==> src/sv/ocpw_pkg.sv <==
// ----------------------------------------------------------------------------
// ocpw_pkg
// shared types and constants of the cyclic prefix and window core
// ----------------------------------------------------------------------------
package ocpw_pkg;

   localparam int SAMPLE_W    = 16;
   localparam int MAX_IDX_W   = 10;   // enough for the largest symbol length
   localparam int POS_W       = 4;    // flank and tail positions
   localparam int PREFIX_W    = 6;
   localparam int CSR_INDEX_W = 2;
   localparam int CSR_DATA_W  = 6;
   localparam int FIFO_DEPTH  = 4;

   // configuration register indexes
   localparam logic [CSR_INDEX_W-1:0] CSR_PREFIX_LEN = 2'd0;
   localparam logic [CSR_INDEX_W-1:0] CSR_WINDOW_ON  = 2'd1;

   // input opcodes
   localparam logic [1:0] OP_WRITE = 2'd0;
   localparam logic [1:0] OP_READ  = 2'd1;
   localparam logic [1:0] OP_END   = 2'd2;

   typedef logic signed [SAMPLE_W-1:0] sample_type;
   typedef logic [MAX_IDX_W-1:0]       idx_type;
   typedef logic [POS_W-1:0]           pos_type;

   typedef enum logic [1:0] {
      CMD_WRITE,
      CMD_SAMPLE,
      CMD_TAIL
   } cmd_kind_type;

   // one unit of work handed from the front to the back
   typedef struct packed {
      cmd_kind_type kind;
      logic         bank;
      idx_type      idx;          // write address or sample address
      idx_type      src;          // delay line source address
      pos_type      pos;          // flank index or tail index
      logic         windowed;
      logic         symbol_last;
      logic         burst_last;
      sample_type   re;
      sample_type   im;
   } cmd_type;

endpackage

==> src/sv/ocpw_fifo.sv <==
// ----------------------------------------------------------------------------
// ocpw_fifo
// short command queue between front and back
// ----------------------------------------------------------------------------
module ocpw_fifo (
   input  logic              clock,
   input  logic              reset,
   input  logic              push,
   input  ocpw_pkg::cmd_type push_cmd,
   output logic              full,
   input  logic              pop,
   output logic              not_empty,
   output ocpw_pkg::cmd_type head_cmd
);

   localparam int PTR_W = $clog2(ocpw_pkg::FIFO_DEPTH);

   ocpw_pkg::cmd_type entry_ff [ocpw_pkg::FIFO_DEPTH];
   logic [PTR_W-1:0]  wr_ptr_ff, wr_ptr_in;
   logic [PTR_W-1:0]  rd_ptr_ff, rd_ptr_in;
   logic [PTR_W:0]    count_ff, count_in;
   logic              do_push, do_pop;

   assign full      = (count_ff == (PTR_W + 1)'(ocpw_pkg::FIFO_DEPTH));
   assign not_empty = (count_ff != '0);
   assign head_cmd  = entry_ff[rd_ptr_ff];
   assign do_push   = push && !full;
   assign do_pop    = pop && not_empty;

   always_comb begin
      wr_ptr_in = do_push ? wr_ptr_ff + 1'b1 : wr_ptr_ff;
      rd_ptr_in = do_pop  ? rd_ptr_ff + 1'b1 : rd_ptr_ff;
      count_in  = count_ff;
      if (do_push && !do_pop) begin
         count_in = count_ff + 1'b1;
      end else if (do_pop && !do_push) begin
         count_in = count_ff - 1'b1;
      end
   end

   always_ff @(posedge clock) begin
      if (reset) begin
         wr_ptr_ff <= '0;
         rd_ptr_ff <= '0;
         count_ff  <= '0;
      end else begin
         wr_ptr_ff <= wr_ptr_in;
         rd_ptr_ff <= rd_ptr_in;
         count_ff  <= count_in;
      end
   end

   always_ff @(posedge clock) begin
      if (do_push) begin
         entry_ff[wr_ptr_ff] <= push_cmd;
      end
   end

endmodule

==> config.mk <==
export PLATFORM = sky130hd
export DESIGN_NAME = ocpw_fifo
export DESIGN_NICKNAME = d
export VERILOG_FILES = /design/src/sv/ocpw_pkg.sv /design/src/sv/ocpw_fifo.sv
export SDC_FILE = /design/constraint.sdc
export NUM_CORES = 1
export LEC_CHECK = 0
export ABC_AREA = 1
export BUFFER_PORTS_ARGS = -buffer_cell sky130_fd_sc_hd__buf_2
export CAP_MARGIN = 25
export CORE_UTILIZATION = 45
export CTS_CLUSTER_DIAMETER = 60
export DETAILED_ROUTE_END_ITERATION = 10
export HOLD_SLACK_MARGIN = 0.1
export SKIP_LAST_GASP = 1
export SLEW_MARGIN = 20
export SYNTH_ARGS = -nofsm -noshare
export SYNTH_HDL_FRONTEND = slang
export SYNTH_SLANG_ARGS = --single-unit
==> constraint.sdc <==
create_clock -name clock -period 5.8 [get_ports clock]
set_clock_uncertainty 0.15 [all_clocks]
set_input_delay 0 -clock clock [delete_from_list [all_inputs] [get_ports clock]]
set_output_delay 0 -clock clock [all_outputs]
set_load 0.01 [all_outputs]
After elaboration in Yosys (flattened, before gate mapping)
Memory sizes are Yosys's and may differ from the RTL's. A register that Yosys moved wholly into a read port is not among the register bits.
Cells that the tools add are included.

storage, ports and cells
  register bits = 7
  memory bits (writable) = 248
  input bits = 66
  output and inout port bits = 64
  memories = 1

operators by class
  add/sub/neg operators = 4
  equality and inequality tests = 1
  mux-type cells = 6
  reductions and logical operators = 9

memory list
  memory    depth  width  rd ports  clocked after Yosys merged registers in  write ports  line             source
  entry_ff  4      62     1         1                                        1            ocpw_fifo.sv:18  ocpw_pkg::cmd_type entry_ff [ocpw_pkg::FIFO_DEPTH];

operator list
  operator             count
  $mux 3               2
  $add 2x1->2 const B  2
  $logic_and 1x1->1    4
  $mux 2               2
  $add 3x1->3 const B  1
  $eq 3x3->1 const B   1
  $logic_not 1->1      3
  $reduce_bool 3->1    1
  $sub 3x1->3 const B  1
  $mux 1               2
  $reduce_bool 2->1    1

Depth between registers and ports, before layout
  word-level depth = 7
  depth in mapped cells = 13

Least setup slack after synthesis
OpenSTA, ideal clock, no wires.

  kind = register -> register
  start point = register count_ff[0]
  end point = memory entry_ff[0][0] (netlist bit), enable pin
  arrival = 3.253 ns
  setup slack = 1.915 ns
  stages on the path, launching flop included = 5
  buffers on the path = 0
  period minus slack after synthesis = 3.885 ns
  cells stage by stage = dfxtp_1 > nor2_1 > nand2_1 > nand2_1 > nor2_1

between the ends
  cells in the longest elaborated chain, start to end = 5

ends and longest elaborated chain
  what                          line             source
  start, declared               ocpw_fifo.sv:21  logic [PTR_W:0] count_ff, count_in;
  start signal, assigned        ocpw_fifo.sv:49  count_ff <= count_in;
  $eq 3x3->1                    ocpw_fifo.sv:24  assign full = (count_ff == (PTR_W + 1)'(ocpw_pkg::FIFO_DEPTH));
  $logic_not 1->1               ocpw_fifo.sv:27  assign do_push = push && !full;
  $logic_and 1x1->1             ocpw_fifo.sv:27
  $mux 1                        ocpw_fifo.sv:54  if (do_push) begin
  $mux 1 (not written as such)  ocpw_fifo.sv:55  entry_ff[wr_ptr_ff] <= push_cmd;
  end, declared                 ocpw_fifo.sv:18

Every way passes these cells.

==> qor.log <==
INFO  timing         slew-limit-headroom=0.4052
INFO  yosys          synth_top_cells_by_area=sky130_fd_sc_hd__edfxtp_1 (73%), sky130_fd_sc_hd__o22ai_2 (7.3%), sky130_fd_sc_hd__o21ai_0 (5.5%)
INFO  finish         finish.cell_count_without_fillers=1,220
INFO  yosys          synth.ff_latch_count=257
INFO  worst_setup_path path_delay_family=buffers and inverters
INFO  timing         timing_max_transition_violations_final=0
INFO  global_route   grt_overflow_total=0
INFO  clock_network  cts.reportedPaths.clkPinSlew=60ps
INFO  timing         fin_crit=2732ps
INFO  detailed_routing finalWirelength=21,750um
INFO  detailed_routing routed.top_layer=met4
INFO  clock_network  clk_path_buf_depth=3
INFO  pwr            ir_worst_vdd=0.4013mV
INFO  finish         postLayoutCellArea=0.01321sqmm
INFO  timing         period_share=0.4710
INFO  yosys          most_numerous_cell_types_in_the_synthesized_netlist=sky130_fd_sc_hd__edfxtp_1 (248), sky130_fd_sc_hd__o21ai_0 (112), sky130_fd_sc_hd__nor2_1 (78), sky130_fd_sc_hd__nor2_2 (60), sky130_fd_sc_hd__o22ai_2 (60)
INFO  clock_network  htreeDepth=1
INFO  worst_setup_path cp_num_buf_inv=4
INFO  detailed_routing avgViaCountPerCell=5.130
INFO  placed_design  gp_congestion=0.7206
INFO  worst_setup_path worst_setup_path_end_kind=output port
INFO  placed_design  dp_hpwl=12,170um
INFO  global_route   grt_start_max_net_pins=125
INFO  finish         total_inserted_antenna_cells=0
INFO  detailed_routing detail_route.first_pass.iterations=4
INFO  timing         final-setup-viol-count=0
INFO  timing         worst-slew-pin-transition=892.2ps
INFO  worst_setup_path critPathKind=flop to output port
INFO  yosys          synth_top_cell_area_share=0.7259
INFO  worst_setup_path arrival=2580ps
INFO  clock_network  clock_insertion_delay_worst_skew=520ps
INFO  flow_run       cap_viol_max_count=0
INFO  detailed_routing detail_route.wirelength.met1=9767um
INFO  yosys          synth_cell_types=23
INFO  yosys          synthesis.area=0.01026sqmm
INFO  floorplanning  initial_utilization=0.4644
INFO  pwr            p_leak=0.004679uW
INFO  floorplanning  floorplan.die.height=153.0um
INFO  yosys          avgSynthCellArea=15.34squm
INFO  detailed_routing average_detailed_routed_wire_length_per_instance=17.83um
INFO  floorplanning  floorplan.die.width=153.0um
INFO  finish         post_route_cells_drive_above_1_share=0.3234
INFO  detailed_routing final_antenna_net_count=0
INFO  finish         layout-area-overhead-vs-synth=28.79%
INFO  clock_network  post_cts_resize_count=0
INFO  floorplanning  io-pin-count=130
INFO  timing         setup_repair_after_global_routing_missed_its_margin=false
INFO  floorplanning  rows=54
INFO  worst_setup_path crit_path_cell_trace=buf_4 -> inv_2 -> buf_12 -> o21ai_0 -> o22ai_2 -> buf_2
INFO  global_route   grt_use_total=0.1867
INFO  worst_setup_path crit_slowest_cell=sky130_fd_sc_hd__buf_4
INFO  worst_setup_path cp_data_required_time=5650ps
INFO  worst_setup_path regToRegSetupSlack=3130ps
INFO  detailed_routing drt_drc_violations_left=0
INFO  clock_network  root_buffer=sky130_fd_sc_hd__clkbuf_16
INFO  finish         num-nets-final=991
INFO  detailed_routing wl_met2=10,380um
INFO  pwr            powerDensity=410.4mW/mm^2
INFO  clock_network  clock_tree_from_tritoncts=done
INFO  clock_network  cts_hold_repair.buffers=121
INFO  placed_design  portbufs=129
INFO  yosys          number_of_synthesized_flops_with_an_enable_pin=248
INFO  yosys          synth_largest_area_cell=sky130_fd_sc_hd__edfxtp_1
INFO  global_route   via_count_of_the_first_global_routing_pass=6,547
INFO  worst_setup_path cp_slowest_stage_delay=570ps
INFO  yosys          ys.warnings.count=0
INFO  timing         tns=0ps
INFO  worst_setup_path cp_max_fo=63
INFO  global_route   grt_pass1_wl=34,510um
INFO  detailed_routing met3WireLength=1163um
INFO  clock_network  cts_sinks=257
INFO  yosys          synthArstFlopShare=0
INFO  placed_design  post-place-cells=1,048
INFO  worst_setup_path setup.worst_path.start_class=flop
INFO  yosys          most_common_cell_in_the_netlist=sky130_fd_sc_hd__edfxtp_1
INFO  detailed_routing num_vias=6,259
INFO  timing         fmax=366.1MHz
INFO  clock_network  tritoncts.num_buffers=28
INFO  floorplanning  design.die.area=0.02341sqmm
INFO  floorplanning  core_area=0.02209sqmm
INFO  clock_network  post-cts-setup-buffers=0
INFO  timing         number_of_hold_violations_in_the_final_report=0
INFO  global_route   antenna_found_initial=0
INFO  yosys          post_synth_inst_count=669
INFO  yosys          seq_area_frac_synth=0.7434
INFO  run_status     status=completed
INFO  yosys          syn_nets=741
INFO  placed_design  postPlaceCellArea=0.01113sqmm
INFO  hold_path      timing.hold.worst.class=primary input to flop
INFO  detailed_routing initialDrtViolationCount=346
INFO  yosys          predominant_post_synthesis_flop_cell=sky130_fd_sc_hd__edfxtp_1
==> power breakdown <==
part           internal [uW]  switching (uW)
Sequential              2260            54.2
Clock                    996             679
Combinational            528             907
==> layout by cell type, fill, tap and decap left out, drive strengths merged <==
cell	synthesis	layout
ha	5	5
edfxtp	248	248
inv	17	18
nand3	4	4
fa	1	1
nor2	138	138
dfxtp	9	9
nand3b	1	1
nand2	15	15
dlygate4sd3	0	121
o22ai	62	62
xor2	1	1
buf	30	139
a21oi	3	3
clkinv	0	14
bufinv	0	2
o21ai	125	125
clkbuf	10	34
==> per-layer routing <==
layer  vias up  global-route usage
met5         -                   0
met1      3088              0.2435
met4         0             0.04666
met2       148              0.3165
li1       2992                   -
met3        31             0.04253
==> per-stage QoR <==
stage | power [uW] | hold WS, ps | util | setup slack, ps
2_1_floorplan | 3310 | -80.93 | - | 1915
3_3_place_gp | 3674 | 60.82 | 0.4989 | 2910
3_5_place_dp | 3740 | 69.46 | 0.5037 | 3135
4_1_cts | 5478 | 101.4 | 0.5981 | 3025
5_1_grt | 5673 | 104.1 | 0.5981 | 2886
6_report | 5422 | 101.7 | 0.5981 | 3068
==> cell families (layout without fill, tap and decap cells) <==
logic type / count (synthesis) / after routing / synth area share
adder cells (fa/ha/maj): 6 / 6 / 0.008049
AO/OA/AOI/OAI: 190 / 190 / 0.1368
AND/OR/NAND/NOR: 158 / 158 / 0.07329
flip-flops: 257 / 257 / 0.7434
XOR/XNOR: 1 / 1 / 0.0008538
buffers and inverters: 57 / 328 / 0.03756
==> sequential cells by signal, indices dropped and copies added (netlist names), named ones only <==
signal	count
rd_ptr_ff	2
wr_ptr_ff	2
entry_ff	248
count_ff	3
==> worst paths after layout <==
kind | depth (start not counted) | to | from
worst min register to register | 2 | flop | rd_ptr_ff[1]
worst max-delay path | 6 | head_cmd[49] | flop
worst min-delay path | 2 | entry_ff[1][54] | push_cmd[54]
worst max register to register | 6 | entry_ff[0][40] | count_ff[0]
==> final cells by class <==
class / count / area [sq um]
Inverter: 17 / 71.32
Sequential cell: 257 / 7632
Clock buffer: 34 / 744.5
Timing Repair Buffer: 260 / 2008
Fill cell: 1698 / 8880
Tap cell: 280 / 350.3
Clock inverter: 17 / 130.1
Multi-Input combinational cell: 355 / 2277
Note: power is estimated with default switching activity, not from simulation.
