[src/sv/ocpw_pkg.sv]
// ----------------------------------------------------------------------------
// ocpw_pkg
// shared types and constants of the cyclic prefix and window core
// ----------------------------------------------------------------------------
package ocpw_pkg;

   localparam int SAMPLE_W    = 16;
   localparam int MAX_IDX_W   = 10;   // enough for the largest symbol length
   localparam int POS_W       = 4;    // flank and tail positions
   localparam int PREFIX_W    = 6;
   localparam int CSR_INDEX_W = 2;
   localparam int CSR_DATA_W  = 6;
   localparam int FIFO_DEPTH  = 4;

   // configuration register indexes
   localparam logic [CSR_INDEX_W-1:0] CSR_PREFIX_LEN = 2'd0;
   localparam logic [CSR_INDEX_W-1:0] CSR_WINDOW_ON  = 2'd1;

   // input opcodes
   localparam logic [1:0] OP_WRITE = 2'd0;
   localparam logic [1:0] OP_READ  = 2'd1;
   localparam logic [1:0] OP_END   = 2'd2;

   typedef logic signed [SAMPLE_W-1:0] sample_type;
   typedef logic [MAX_IDX_W-1:0]       idx_type;
   typedef logic [POS_W-1:0]           pos_type;

   typedef enum logic [1:0] {
      CMD_WRITE,
      CMD_SAMPLE,
      CMD_TAIL
   } cmd_kind_type;

   // one unit of work handed from the front to the back
   typedef struct packed {
      cmd_kind_type kind;
      logic         bank;
      idx_type      idx;          // write address or sample address
      idx_type      src;          // delay line source address
      pos_type      pos;          // flank index or tail index
      logic         windowed;
      logic         symbol_last;
      logic         burst_last;
      sample_type   re;
      sample_type   im;
   } cmd_type;

endpackage

[src/sv/ocpw_front.sv]
// ----------------------------------------------------------------------------
// ocpw_front
// accepts items, tracks bank and position state, issues commands
// ----------------------------------------------------------------------------
module ocpw_front #(
   parameter int FFT_LEN     = 64,
   parameter int ROLLOFF_LEN = 2
) (
   input  logic                          clock,
   input  logic                          reset,
   input  logic                          req_valid,
   output logic                          req_ready,
   input  logic [1:0]                    req_op,
   input  ocpw_pkg::sample_type          req_sample_re,
   input  ocpw_pkg::sample_type          req_sample_im,
   input  logic [ocpw_pkg::PREFIX_W-1:0] prefix_len,
   input  logic                          window_on,
   input  logic                          fifo_full,
   output logic                          fifo_push,
   output ocpw_pkg::cmd_type             fifo_cmd
);

   localparam int IDX_W     = $clog2(FFT_LEN);
   localparam int RP_W      = $clog2(FFT_LEN + 63);
   localparam int TAIL_LAST = (ROLLOFF_LEN >= 2) ? ROLLOFF_LEN - 2 : 0;
   localparam int WIN_SPAN  = (ROLLOFF_LEN >= 2) ? ROLLOFF_LEN - 1 : 0;
   localparam bit WIN_OK    = (ROLLOFF_LEN >= 2);

   // first read address (start of the prefix) for each prefix length: (-prefix) mod FFT_LEN
   function automatic logic [63:0][IDX_W-1:0] build_start();
      logic [63:0][IDX_W-1:0] t;
      for (int k = 0; k < 64; k++) begin
         t[k] = IDX_W'((FFT_LEN * 64 - k) % FFT_LEN);
      end
      return t;
   endfunction

   localparam logic [63:0][IDX_W-1:0] START_IDX = build_start();

   logic [IDX_W-1:0]              write_pos_ff, write_pos_in;
   logic                          write_bank_ff, write_bank_in;
   logic [1:0]                    banks_full_ff, banks_full_in;
   logic                          read_bank_ff, read_bank_in;
   logic [RP_W-1:0]               read_pos_ff, read_pos_in;
   logic [IDX_W-1:0]              rd_idx_ff, rd_idx_in;
   logic [ocpw_pkg::PREFIX_W-1:0] sym_prefix_ff, sym_prefix_in;
   logic                          burst_ending_ff, burst_ending_in;
   logic [ocpw_pkg::POS_W-1:0]    tail_pos_ff, tail_pos_in;

   logic                          accept;
   logic                          win_active;
   logic [ocpw_pkg::PREFIX_W-1:0] cur_prefix;
   logic [IDX_W-1:0]              cur_idx;
   logic [RP_W-1:0]               last_pos;
   logic [RP_W-1:0]               src_pos;
   logic                          is_last;
   logic                          tail_done;

   assign req_ready  = !fifo_full && !reset;
   assign accept     = req_valid && req_ready;
   assign win_active = window_on && WIN_OK;

   always_comb begin
      write_pos_in    = write_pos_ff;
      write_bank_in   = write_bank_ff;
      banks_full_in   = banks_full_ff;
      read_bank_in    = read_bank_ff;
      read_pos_in     = read_pos_ff;
      rd_idx_in       = rd_idx_ff;
      sym_prefix_in   = sym_prefix_ff;
      burst_ending_in = burst_ending_ff;
      tail_pos_in     = tail_pos_ff;
      fifo_push       = 1'b0;
      fifo_cmd        = '0;
      fifo_cmd.re     = req_sample_re;
      fifo_cmd.im     = req_sample_im;

      cur_prefix = (read_pos_ff == '0) ? prefix_len : sym_prefix_ff;
      cur_idx    = (read_pos_ff == '0) ? START_IDX[prefix_len] : rd_idx_ff;
      last_pos   = RP_W'(cur_prefix) + RP_W'(FFT_LEN - 1);
      is_last    = (read_pos_ff == last_pos);
      src_pos    = (read_pos_ff >= RP_W'(FFT_LEN)) ? read_pos_ff - RP_W'(FFT_LEN)
                                                    : read_pos_ff;
      tail_done  = (tail_pos_ff >= ocpw_pkg::POS_W'(TAIL_LAST));

      if (accept) begin
         case (req_op)
            ocpw_pkg::OP_WRITE: begin
               if (!banks_full_ff[write_bank_ff]) begin
                  fifo_push     = 1'b1;
                  fifo_cmd.kind = ocpw_pkg::CMD_WRITE;
                  fifo_cmd.bank = write_bank_ff;
                  fifo_cmd.idx  = ocpw_pkg::idx_type'(write_pos_ff);
                  if (write_pos_ff == IDX_W'(FFT_LEN - 1)) begin
                     write_pos_in                 = '0;
                     banks_full_in[write_bank_ff] = 1'b1;
                     write_bank_in                = !write_bank_ff;
                  end else begin
                     write_pos_in = write_pos_ff + 1'b1;
                  end
               end
            end
            ocpw_pkg::OP_END: begin
               if (!burst_ending_ff && win_active) begin
                  burst_ending_in = 1'b1;
                  tail_pos_in     = '0;
               end
            end
            ocpw_pkg::OP_READ: begin
               if (read_pos_ff == '0 && burst_ending_ff) begin
                  // tail of the burst before any new symbol
                  fifo_push           = 1'b1;
                  fifo_cmd.kind       = ocpw_pkg::CMD_TAIL;
                  fifo_cmd.pos        = tail_pos_ff;
                  fifo_cmd.burst_last = tail_done;
                  if (tail_done) begin
                     burst_ending_in = 1'b0;
                     tail_pos_in     = '0;
                  end else begin
                     tail_pos_in = tail_pos_ff + 1'b1;
                  end
               end else if (read_pos_ff != '0 || banks_full_ff[read_bank_ff]) begin
                  fifo_push            = 1'b1;
                  fifo_cmd.kind        = ocpw_pkg::CMD_SAMPLE;
                  fifo_cmd.bank        = read_bank_ff;
                  fifo_cmd.idx         = ocpw_pkg::idx_type'(cur_idx);
                  fifo_cmd.src         = ocpw_pkg::idx_type'(src_pos[IDX_W-1:0]);
                  fifo_cmd.pos         = ocpw_pkg::pos_type'(read_pos_ff);
                  fifo_cmd.windowed    = win_active &&
                                         (read_pos_ff < RP_W'(WIN_SPAN));
                  fifo_cmd.symbol_last = is_last;
                  sym_prefix_in        = cur_prefix;
                  rd_idx_in            = (cur_idx == IDX_W'(FFT_LEN - 1)) ? '0
                                                                          : cur_idx + 1'b1;
                  if (is_last) begin
                     read_pos_in                 = '0;
                     banks_full_in[read_bank_ff] = 1'b0;
                     read_bank_in                = !read_bank_ff;
                  end else begin
                     read_pos_in = read_pos_ff + 1'b1;
                  end
               end
            end
            default: begin
            end
         endcase
      end
   end

   always_ff @(posedge clock) begin
      if (reset) begin
         write_pos_ff    <= '0;
         write_bank_ff   <= 1'b0;
         banks_full_ff   <= '0;
         read_bank_ff    <= 1'b0;
         read_pos_ff     <= '0;
         rd_idx_ff       <= '0;
         sym_prefix_ff   <= '0;
         burst_ending_ff <= 1'b0;
         tail_pos_ff     <= '0;
      end else begin
         write_pos_ff    <= write_pos_in;
         write_bank_ff   <= write_bank_in;
         banks_full_ff   <= banks_full_in;
         read_bank_ff    <= read_bank_in;
         read_pos_ff     <= read_pos_in;
         rd_idx_ff       <= rd_idx_in;
         sym_prefix_ff   <= sym_prefix_in;
         burst_ending_ff <= burst_ending_in;
         tail_pos_ff     <= tail_pos_in;
      end
   end

endmodule

[config.mk]
export PLATFORM = sky130hd
export DESIGN_NAME = ocpw_front
export DESIGN_NICKNAME = d
export VERILOG_FILES = /design/src/sv/ocpw_pkg.sv /design/src/sv/ocpw_front.sv
export SDC_FILE = /design/constraint.sdc
export NUM_CORES = 1
export LEC_CHECK = 0
export BUFFER_PORTS_ARGS = -buffer_cell sky130_fd_sc_hd__buf_2
export CAP_MARGIN = 20
export CELL_PAD_IN_SITES_DETAIL_PLACEMENT = 0
export CELL_PAD_IN_SITES_GLOBAL_PLACEMENT = 1
export CORE_ASPECT_RATIO = 0.9
export CORE_MARGIN = 4
export CORE_UTILIZATION = 34
export DETAILED_ROUTE_END_ITERATION = 8
export PLACE_DENSITY_LB_ADDON = 0.1
export SYNTH_ARGS = -nofsm -noshare
export SYNTH_HDL_FRONTEND = slang
export SYNTH_SLANG_ARGS = --single-unit
[constraint.sdc]
create_clock -name clock -period 4 [get_ports clock]
set_clock_uncertainty 0.1 [all_clocks]
set_input_delay 0.2 -clock clock [delete_from_list [all_inputs] [get_ports clock]]
set_output_delay 0.2 -clock clock [all_outputs]
set_load 0.01 [all_outputs]
-- Word-level counts from Yosys, hierarchy flattened
Memories as Yosys holds them, arrays and structs flattened.
Index checks and enable logic that the tools add are counted.
- add/subtract/negate cells: 6
- multipliers: 0
- div/mod/pow operators: 0
- magnitude comparators: 8
- equality and inequality tests: 13
- shift operators: 0
- mux-type cells: 44
- bitwise gates (word level): 5
- reductions and logical operators: 25
- operator list (operator ; count):
    $mux W6 ; 6
    $mux W30 ; 1
    $mux W28 ; 1
    $pmux W13 S2 ; 1
    $mux W21 ; 1
    $mux W17 ; 1
    $mux W4 ; 4
    $ne A2 B2 Y1 const B ; 8
    $mux W1 ; 14
    $mux W2 ; 7
    $add A6 B1 Y6 const B ; 2
    $eq A6 B6 Y1 const B ; 2
    $reduce_and A4 Y1 ; 3
    $mux W11 ; 1
    $reduce_and A5 Y1 ; 2
    $pmux W4 S2 ; 1
    $add A6 B6 Y7 const B ; 1
    $add A7 B1 Y7 const B ; 1
    $eq A7 B7 Y1 ; 1
    $ge A7 B7 Y1 const B ; 1
    $logic_and A1 B1 Y1 ; 7
    $logic_not A7 Y1 ; 1
    $lt A6 B7 Y1 const B ; 1
    $lt A7 B1 Y1 const B ; 1
    other kinds (22) ; 32
- bits in registers: 34
- bits in latches: 0
- memory bits (writable): 0
- ROM bits: 384
- bits of input ports: 45
- output and inout port bits: 64
- word-level logic and storage cells: 111
- memories kept: 1
- memory list (memory ; words ; bits a word ; read ports ; clocked after Yosys merged registers in ; write ports ; line ; source):
    (no name shown) ; 64 ; 6 ; 1 ; 0 ; 0 ; ocpw_front.sv:79 ; cur_idx = (read_pos_ff == '0) ? START_IDX[prefix_len] : rd_idx_ff;

-- Logic depth before layout (Yosys ltp)
Gate-level depths: netlist of run 1.
- depth after elaboration: 10
- depth in mapped cells: 15
- depth with buffers taken out: 13

-- Worst setup path after synthesis of run 1
Ideal clock, no wire load.
- kind: reg-to-reg
- start point: register read_pos_ff[0]
- end point: register read_bank_ff
- library setup time: 0.121 ns
- data arrival time: 3.020 ns
- data required time: 3.779 ns
- slack: 0.759 ns
- cell stages (with the launch flop): 16
- period minus slack after synthesis: 3.241 ns
- path through: dfxtp_1 inv_1 ha_1 nor2b_1 clkbuf_1 nand2_2 nor2_1 a21oi_1 ha_1 clkbuf_2 nand3_1 o21a_1 o31ai_1 o311ai_4 nor3_4 mux2_4
- cells in the longest elaborated chain, start to end: 5
- elaborated cells between the ends (all ways): 9
- classes of those cells: add/sub: 1; eq/ne: 1; mux: 1; bitwise: 1; reduce/logical: 5
- ends and longest elaborated chain (item ; line ; source):
    from (decl) ; ocpw_front.sv:44 ; logic [RP_W-1:0] read_pos_ff, read_pos_in;
    from (signal assigned) ; ocpw_front.sv:166 ; read_pos_ff <= read_pos_in;
    $logic_not A7 Y1 ; ocpw_front.sv:78, ocpw_front.sv:110 ;
    $mux W6 ; ocpw_front.sv:78 ; cur_prefix = (read_pos_ff == '0) ? prefix_len : sym_prefix_ff;
    $add A6 B6 Y7 ; ocpw_front.sv:80 ; last_pos = RP_W'(cur_prefix) + RP_W'(FFT_LEN - 1);
    $eq A7 B7 Y1 ; ocpw_front.sv:81 ; is_last = (read_pos_ff == last_pos);
    $reduce_and A5 Y1 (no line) * ; n/a ;
    to (signal assigned) ; ocpw_front.sv:165 ; read_bank_ff <= read_bank_in;
    to (decl) ; ocpw_front.sv:43 ; logic read_bank_ff, read_bank_in;
Mark *: on every way between the ends. The rest lies on a longest branch, timed or not.
A chain may end at the register's enable or synchronous reset.

==> results of run 1 <==
## critical path: stages (launching register included)
cell and delay, ps:
dfxtp_1 470, inv_1 150, ha_1 270, nor2b_1 160, nand2_2 210, nor2_1 90, a21oi_1 200, ha_1 330
nand3_1 120, o21a_1 140, o31ai_1 330, o311ai_4 190, nor3_4 270, buf_2 180
## how the worst max path moves through the flow
stage                    from            to  slack, ps  depth (start not counted)
2_1_floorplan  read_pos_ff[0]  read_bank_ff        760                         15
3_3_place_gp   read_pos_ff[0]  read_bank_ff        670                         13
3_5_place_dp   read_pos_ff[0]  read_bank_ff        510                         13
4_1_cts        read_pos_ff[0]  fifo_cmd[33]        250                         13
5_1_grt        read_pos_ff[0]  fifo_cmd[33]         40                         13
6_report       read_pos_ff[0]  fifo_cmd[33]        300                         13
## logic make-up after synthesis
logic type	count (synthesis)	synth area share
and+or+nand+nor	143	0.289
buffers and inverters	72	0.171
AOI/OAI and AO/OA	64	0.185
DFF	30	0.228
xor gates and xnor gates	15	0.0500
muxes	10	0.0414
adders and majority gates	7	0.0333
other	1	0.00143
## metrics by stage
stage               hold slack [ps]  setup slack (ps)  cell area, sq um  power (mW)
global placement                300               666              2580       0.380
finish                          126               296              2690       0.641
detailed placement              300               506              2580       0.379
global route                    155              42.7              2690       0.666
floorplan                       244               759              2660       0.396
CTS                             120               247              2680       0.649
## area by class of cell
cell class                 instances  area [sq um]
fill                             811          4850
multi-input combinational        247          1610
sequential                        30           601
timing repair buffer              43           233
tap                               96           120
clock buffer                       7          86.3
inverter                          11          41.3
clock inverter                     1          5.00
## Yosys cell counts (all sizes together), types with 6 or more instances
cell | instances | area share
buf | 51 | 0.14
nor2 | 40 | 0.059
dfxtp | 30 | 0.23
nand2 | 25 | 0.037
a21oi | 17 | 0.032
nor3 | 14 | 0.031
inv | 11 | 0.016
nand3 | 11 | 0.021
clkbuf | 10 | 0.015
nand4 | 9 | 0.021
xor2 | 9 | 0.030
a22oi | 7 | 0.020
and3 | 7 | 0.017
ha | 7 | 0.033
nor2b | 7 | 0.017
mux2i | 6 | 0.023
xnor2 | 6 | 0.020
## per-layer routing
metal	global-route usage	share of wire	vias to the layer above
met3	0.0330	0.059	11
met4	0.0550	0.013	0
met1	0.207	0.48	1100
li1	-	-	1159
met2	0.229	0.45	80
met5	0	0	-
## flip-flops by register name, indices dropped and copies added (netlist names)
name / flops
read_pos_ff: 7
burst_ending_ff: 1
read_bank_ff: 1
write_bank_ff: 1
banks_full_ff: 2
write_pos_ff: 6
rd_idx_ff: 6
sym_prefix_ff: 6
## where the power goes
part	leakage [nW]	switching, mW	internal [mW]
combinational	0.804	0.0481	0.0258
clock	0.0482	0.129	0.139
sequential	0.242	0.000484	0.299
## what timing repair did
item / in CTS / in global routing
endpoints found under the setup margin: 0 / 1
hold endpoints to repair: 0 / 0
buffers inserted: 0 / 2
==> key figures, run 1 <==
Final layout
  – Fin util: 0.357
  – Area delta synth->final: 2.33%
  – Commonest non-fill, non-tap cell in the layout: nor2_1
  – Fin nets: 390
  – Layout Cells excl Fill: 435
  – Inserted Diodes: 0
  – Most frequent cells in the layout: nor2_1 (38), buf_2 (36), dfxtp_1 (30), nand2_1 (24), a21oi_1 (17)
  – Share of layout cells above drive strength 1: 0.198

Synth
  – EDFF count, synth: 0
  – Async set-reset flop share out of synthesis: 0
  – #FFs+latches synth: 30
  – Mapped Area: 2630 sq um
  – Seq/Total Area, Yosys: 0.228
  – Post-Synthesis Cells: 342
  – Primary FF master, synth: dfxtp_1
  – Syn avg cell area: 7.69 sq um
  – Synth warn: 0
  – Library cells used by synthesis: 62

Routing
  – Iteration-0 DRC Markers: 107
  – DR DRC count: 0
  – Post-DRT Antenna Nets: 0
  – Via count: 2350
  – Initial DRT Pass Iterations: 4
  – Vias per inst: 5.40
  – Wire per inst: 15.7 um
  – Final wirelength: 6840 um

Critical path
  – R2R Path Start: read_pos_ff[0]
  – CP max FO: 10
  – Crit Path Category: register to output pin
  – Setup crit start kind: register
  – Worst path arrival time: 3400 ps
  – Worst R2R Setup Slack: 410 ps
  – R2R cell count: 14
  – Crit end category: output pin
  – Worst reg2reg endpoint: read_bank_ff
  – Data required, critical path: 3700 ps

CTS
  – # H-tree levels: 2
  – Hold_buf cts: 0
  – # resized after CTS: 0
  – CTS tree: built
  – Clock slew seen by the registers of the worst setup and hold paths: 80 ps
  – TritonCTS Sinks: 30
  – Maximum clock path buffer count: 2
  – Clock Root Buffer: clkbuf_8
  – Clk_lat worst skew: 290 ps
  – CTS buffer count: 5

GRT
  – Vias in the first global route: 2272
  – First-pass GRT wire length: 11200 um
  – Initial antenna violation count: 0
  – Total global routing overflow: 0
  – Largest net degree at the start of global routing: 34
  – All-Layer GR Usage: 0.151

Pwr
  – Power Dens Cells: 238 nW/um^2
  – Max VDD drop: 121 uV
  – Leak: 1.09 nW

Run status
  – Outcome: complete, no violations

Placement
  – HPWL after DPL: 5000 um
  – Buffers on Ports: 36
  – Placer Congestion: 0.809
  – Inst Count DP: 425

Timing
  – RSZ-0062 raised after global routing: false
  – Max Slew Vio Count: 0
  – Final worst path period share: 0.926
  – F_max: 270 MHz
  – Worst-Margin Slew: 760 ps
  – Final setup fails: 0
  – Total negative slack: 0 ps
  – Max-slew headroom: 0.490
  – Final hold vios: 0
  – Final min period: 3700 ps

Floorplan
  – Row cnt: 30
  – Die ar.: 9210 sq um
  – Die W: 101 um
  – Chip Height: 91.4 um
  – Core box area: 7540 sq um
  – Ports: 109
  – Initial Utilization: 0.349

Hold path
  – Hold Crit Class: primary input to register
  – Hold Path End: sym_prefix_ff[5]
  – Hold path cells: 3
  – Startpoint of the worst hold path: prefix_len[5]

Flow run
  – Max-Cap Viols: 0
(Power assumes the default switching activity.)
==> inputs of run 2 (changes only) <==
- CORE_MARGIN: 4 -> 2
- HOLD_SLACK_MARGIN: not set -> 0.03
- RECOVER_POWER: not set -> 100
==> key figures, run 2 (synthesis gave the netlist of run 1 again) <==
Floorplan
  – Row cnt: 30 (unchanged)
  – Core box area: 7510 sq um (-0.50%)
  – Ports: 109 (unchanged)
  – Die W: 96.7 um (-4.0%)
  – Die ar.: 8460 sq um (-8.2%)
  – Chip Height: 87.4 um (-4.4%)
  – Initial Utilization: 0.350 (+0.00174)

GRT
  – Largest net degree at the start of global routing: 34 (unchanged)
  – All-Layer GR Usage: 0.164 (+0.0136)
  – First-pass GRT wire length: 11100 um (-0.74%)
  – Vias in the first global route: 2118 (-6.8%)
  – Total global routing overflow: 0 (unchanged)
  – Initial antenna violation count: 0 (unchanged)

Critical path
  – Critical path, cell by cell: or4_1 > clkbuf_1 > nor2_1 > clkbuf_1 > o31ai_1 > o311ai_4 > nor3_4 > buf_2
  – Crit path buffers/inverters: 3 (+1)
  – CP max-delay cell: or4_1
  – Largest stage delay, worst path: 560 ps (+90 ps)
  – Setup crit start kind: register
  – Crit path top cell by count: clkbuf_1
  – Crit Path Category: register to output pin
  – Worst R2R Setup Slack: 520 ps (+110 ps)
  – R2R cell count: 8 (-6)
  – WP depth: 8 (-5)
  – Worst path arrival time: 3390 ps (about the same)
  – CP max FO: 15 (+5)
  – Crit end category: output pin
  – Data required, critical path: 3700 ps (about the same)
  – Top delay family on crit path: simple AND/OR/NAND/NOR gates

Final layout
  – Largest Register: read_pos_ff
  – Max reg flops: 7 (unchanged)
  – Area delta synth->final: 2.43% (about the same)
  – Share of layout cells above drive strength 1: 0.133 (-0.0649)
  – # fillers: 838 (+3.3%)
  – Most frequent cells in the layout: nor2_1 (39), dfxtp_1 (30), nand2_1 (24), buf_2 (23), clkbuf_1 (18)
  – Fin nets: 390 (unchanged)
  – Commonest non-fill, non-tap cell in the layout: nor2_1
  – Design Area, Final: 2690 sq um (about the same)
  – Inserted Diodes: 0 (unchanged)

CTS
  – CTS tree: built
  – Post-CTS Setup Inserts: 0 (unchanged)
  – TritonCTS Sinks: 30 (unchanged)
  – # H-tree levels: 2 (unchanged)
  – Maximum clock path buffer count: 2 (unchanged)
  – CTS buffer count: 5 (unchanged)
  – Clock slew seen by the registers of the worst setup and hold paths: 70 ps (about the same)
  – Clk_lat worst skew: 280 ps (about the same)
  – Clock Root Buffer: clkbuf_8

Timing
  – F_max: 271 MHz (+0.44%)
  – WHS: 136 ps (+10.4 ps)
  – RSZ-0062 raised after global routing: false
  – Final setup fails: 0 (unchanged)
  – Final min period: 3690 ps (-16.3 ps)
  – Final worst path period share: 0.922 (-0.00408)
  – Max Slew Vio Count: 34 (+34)
  – Max-slew headroom: -0.0733 (-0.563)
  – Final hold vios: 0 (unchanged)
  – Worst-Margin Slew: 1610 ps (+850 ps)
  – Total negative slack: 0 ps (unchanged)

Routing
  – Final wirelength: 7000 um (+2.4%)
  – Via count: 2319 (-1.3%)
  – Initial DRT Pass Iterations: 4 (unchanged)
  – Iteration-0 DRC Markers: 109 (+1.9%)
  – Post-DRT Antenna Nets: 0 (unchanged)
  – Vias per inst: 5.33 (-1.3%)
  – Wire per inst: 16.1 um (+2.4%)
  – DR DRC count: 0 (unchanged)

Run status
  – Failing checks: capacitance limit, slew limit
  – Outcome: finished, violations left

Placement
  – Buffers on Ports: 36 (unchanged)
  – HPWL after DPL: 5120 um (+2.4%)
  – Area post-placement: 2600 sq um (+0.58%)
  – Placer Congestion: 0.785 (-3.0%)

Pwr
  – Max VDD drop: 162 uV (+34%)
  – Power Dens Cells: 285 nW/um^2 (+20%)
  – Power Total: 0.768 mW (+20%)
  – Leak: 1.03 nW (-5.5%)

Hold path
  – Hold Crit Class: primary input to register
  – Hold path cells: 3 (unchanged)

Flow run
  – Max-Cap Viols: 1 (+1)
run 2: changes by cell type in the layout (fill, tap and decap cells not counted), sizes merged:
cell	change
buf	-18
bufinv	+2
clkinv	-1
clkbuf	+17
run 2: tightest hold or removal path, cell delays in order:
cell	delay (ps)
buf_2	110
nand4b_1	100
a211oi_1	70
run 2: power breakdown:
part | internal (mW) | switching [mW]
clock | 0.266 | 0.130
sequential | 0.299 | 0.000457
combinational | 0.0252 | 0.0478
total | 0.590 | 0.178
run 2: what timing repair did:
| action | 4_1_cts | 5_1_grt |
|---|---|---|
| hold buffers | 0 | 0 |
| gates resized for setup | 0 | 1 |
| hold endpoints to repair | 0 | 0 |
| setup endpoints to repair | 0 | 1 |
run 2: path summary, 6_finish.rpt:
check                 start              end
max          read_pos_ff[2]     fifo_cmd[33]
min               window_on  burst_ending_ff
max reg2reg  read_pos_ff[2]     read_bank_ff
min reg2reg    rd_idx_ff[3]     rd_idx_ff[3]
run 2: layer usage:
metal / wire length, um / share of wire / track usage
met1: 3500 / 0.50 / 0.225
met2: 3120 / 0.45 / 0.256
met3: 321 / 0.046 / 0.0425
met4: 57 / 0.0081 / 0.0461
met5: 0 / 0 / 0
run 2: stage by stage:
stage          instances  setup WS [ps]  utilization
2_1_floorplan        349            759            -
3_3_place_gp         427            661        0.346
3_5_place_dp         427            536        0.346
4_1_cts              435            285        0.365
5_1_grt              435           37.7        0.359
6_report             435            312        0.359
run 2: cell type report:
class	count	area (sq um)	area share
clock buffer	6	82.6	0.0307
clock inverter	2	60.1	0.0223
inverter	11	41.3	0.0153
multi-input combinational	247	1590	0.591
sequential	30	601	0.223
tap	96	120	0.0446
timing repair buffer	43	198	0.0734
==> inputs of run 3 (changes only) <==
- CORE_UTILIZATION: 34 -> 37
- clock period: 4 -> 4.7 ns (I/O delays scaled with it)
==> key figures, run 3 (synthesis gave the netlist of run 1 again) <==
Critical path
  – Largest stage delay, worst path: 470 ps (-90 ps)
  – Crit Path Category: register to output pin
  – Data required, critical path: 4370 ps (+670 ps)
  – Worst path arrival time: 3630 ps (+240 ps)
  – Crit end category: output pin
  – CP max-delay cell: dfxtp_1
  – Crit path top cell by count: ha_1
  – Crit path buffers/inverters: 3 (unchanged)
  – CP max FO: 10 (-5)
  – Critical path, cell by cell: inv_1 > ha_1 > nor2b_1 > buf_4 > nand2_1 > nor2_1 > a21oi_1 > ha_1 > nand3_1 > o21a_1 > o31ai_1 > o311ai_4 > nor3_4 > clkbuf_1
  – Top delay family on crit path: simple AND/OR/NAND/NOR gates
  – Setup crit start kind: register

Pwr
  – Comb power frac: 0.106 (+0.011)
  – Internal power: 0.445 mW (-24%)
  – Switch share: 0.241 (+0.00897)
  – Clock power frac: 0.460 (-0.055)
  – Sequential Power Share: 0.435 (+0.045)
  – NetSw: 0.141 mW (-21%)
  – Power Total: 0.587 mW (-24%)
  – Power Dens Cells: 222 nW/um^2 (-22%)
  – Max VDD drop: 109 uV (-32%)
  – Leak: 1.01 nW (-2.2%)

CTS
  – # H-tree levels: 2 (unchanged)
  – # resized after CTS: 0 (unchanged)
  – Clk_lat worst skew: 280 ps (about the same)
  – CTS tree: built
  – CTS buffer count: 5 (unchanged)
  – Clock slew seen by the registers of the worst setup and hold paths: 60 ps (about the same)
  – TritonCTS Sinks: 30 (unchanged)
  – Maximum clock path buffer count: 2 (unchanged)
  – Post-CTS Setup Inserts: 0 (unchanged)
  – Clock Root Buffer: clkbuf_8
  – Hold_buf cts: 0 (unchanged)

Final layout
  – Max reg flops: 7 (unchanged)
  – Fin nets: 385 (-1.3%)
  – Area delta synth->final: 0.523%
  – Most frequent cells in the layout: nor2_1 (39), dfxtp_1 (30), nand2_1 (25), buf_2 (21), a21oi_1 (17)
  – Fin util: 0.379 (+0.0207)
  – Layout Cells excl Fill: 426 (-2.1%)
  – Inserted Diodes: 0 (unchanged)
  – Commonest non-fill, non-tap cell in the layout: nor2_1
  – Share of layout cells above drive strength 1: 0.126 (-0.00662)
  – # fillers: 778 (-7.2%)
  – Largest Register: read_pos_ff

Routing
  – Post-DRT Antenna Nets: 0 (unchanged)
  – Initial DRT Pass Iterations: 4 (unchanged)
  – Final wirelength: 6410 um (-8.4%)
  – Via count: 2243 (-3.3%)
  – Iteration-0 DRC Markers: 103 (-5.5%)
  – DR DRC count: 0 (unchanged)
  – Vias per inst: 5.27 (-1.2%)
  – Wire per inst: 15.0 um (-6.5%)

Run status
  – Failing checks: capacitance limit, slew limit
  – Outcome: finished, violations left

Timing
  – Max-slew headroom: -0.0257 (+0.0476)
  – Max Slew Vio Count: 34 (unchanged)
  – F_max: 252 MHz
  – RSZ-0062 raised after global routing: false
  – Final setup fails: 0 (unchanged)
  – Worst-Margin Slew: 1540 ps (-71.4 ps)
  – Total negative slack: 0 ps (unchanged)
  – Final hold vios: 0 (unchanged)
  – Final min period: 3960 ps
  – Final worst path period share: 0.843

GRT
  – Largest net degree at the start of global routing: 34 (unchanged)
  – Initial antenna violation count: 0 (unchanged)
  – First-pass GRT wire length: 10700 um (-3.9%)
  – Total global routing overflow: 0 (unchanged)
  – All-Layer GR Usage: 0.172 (+0.00765)
  – Vias in the first global route: 2097 (-0.99%)

Flow run
  – Max-Cap Viols: 1 (unchanged)

Floorplan
  – Core box area: 6970 sq um (-7.2%)
  – Row cnt: 29 (-3.3%)
  – Ports: 109 (unchanged)
  – Initial Utilization: 0.378 (+0.0272)
  – Chip Height: 84.0 um (-3.9%)
  – Die W: 92.9 um (-4.0%)
  – Die ar.: 7800 sq um (-7.8%)

Placement
  – Buffers on Ports: 36 (unchanged)
  – Inst Count DP: 419 (-1.9%)
  – HPWL after DPL: 4710 um (-8.0%)
  – Placer Congestion: 0.777 (-1.1%)

Hold path
  – Hold Crit Class: primary input to register
[run 3: power by group through the flow]
stage | clock network [mW] | registers (mW) | logic, mW
after floorplan | 0 | 0.260 | 0.0768
after global placement | 0 | 0.261 | 0.0627
after detailed placement | 0 | 0.261 | 0.0621
after CTS | 0.275 | 0.255 | 0.0624
after global routing | 0.289 | 0.255 | 0.0704
final | 0.270 | 0.255 | 0.0619
[run 3: path summary, 6_finish.rpt]
check | cells after the start | end | slack, ps | startpoint
worst max register to register | 14 | read_bank_ff | 980 | read_pos_ff[0]
worst max-delay path | 14 | fifo_cmd[33] | 740 | read_pos_ff[0]
worst min-delay path | 3 | burst_ending_ff | 150 | window_on
worst min register to register | 2 | rd_idx_ff[4] | 350 | rd_idx_ff[4]
[run 3: worst register-to-register path, delay by kind of cell, from the launching register on]
family | cells | cell delay (ps)
multiplexers | 1 | 350
AO/OA/AOI/OAI | 4 | 870
AND/OR/NAND/NOR | 5 | 890
buffers and inverters | 2 | 320
flip-flops | 1 | 470
adder cells (fa/ha/maj) | 2 | 600
[run 3: layer usage]
metal,GRT usage,vias up,share of wire
li1,-,1150,-
met1,0.248,1031,0.51
met2,0.248,54,0.43
met3,0.0443,8,0.051
met4,0.0535,0,0.0069
met5,0,-,0
[run 3: layout make-up]
type / count / area [sq um] / area share
clock inverter: 1 / 30.0 / 0.0114
inverter: 11 / 41.3 / 0.0156
clock buffer: 6 / 82.6 / 0.0312
multi-input combinational: 247 / 1600 / 0.604
sequential: 30 / 601 / 0.227
timing repair buffer: 38 / 176 / 0.0667
tap: 93 / 116 / 0.0440
[run 3: per-stage QoR]
step / area [sq um] / setup WS [ps] / hold slack, ps
2_1_floorplan: 2660 / 1460 / 279
3_3_place_gp: 2560 / 1230 / 345
3_5_place_dp: 2560 / 1150 / 351
4_1_cts: 2670 / 820 / 147
5_1_grt: 2640 / 267 / 145
6_report: 2640 / 736 / 151
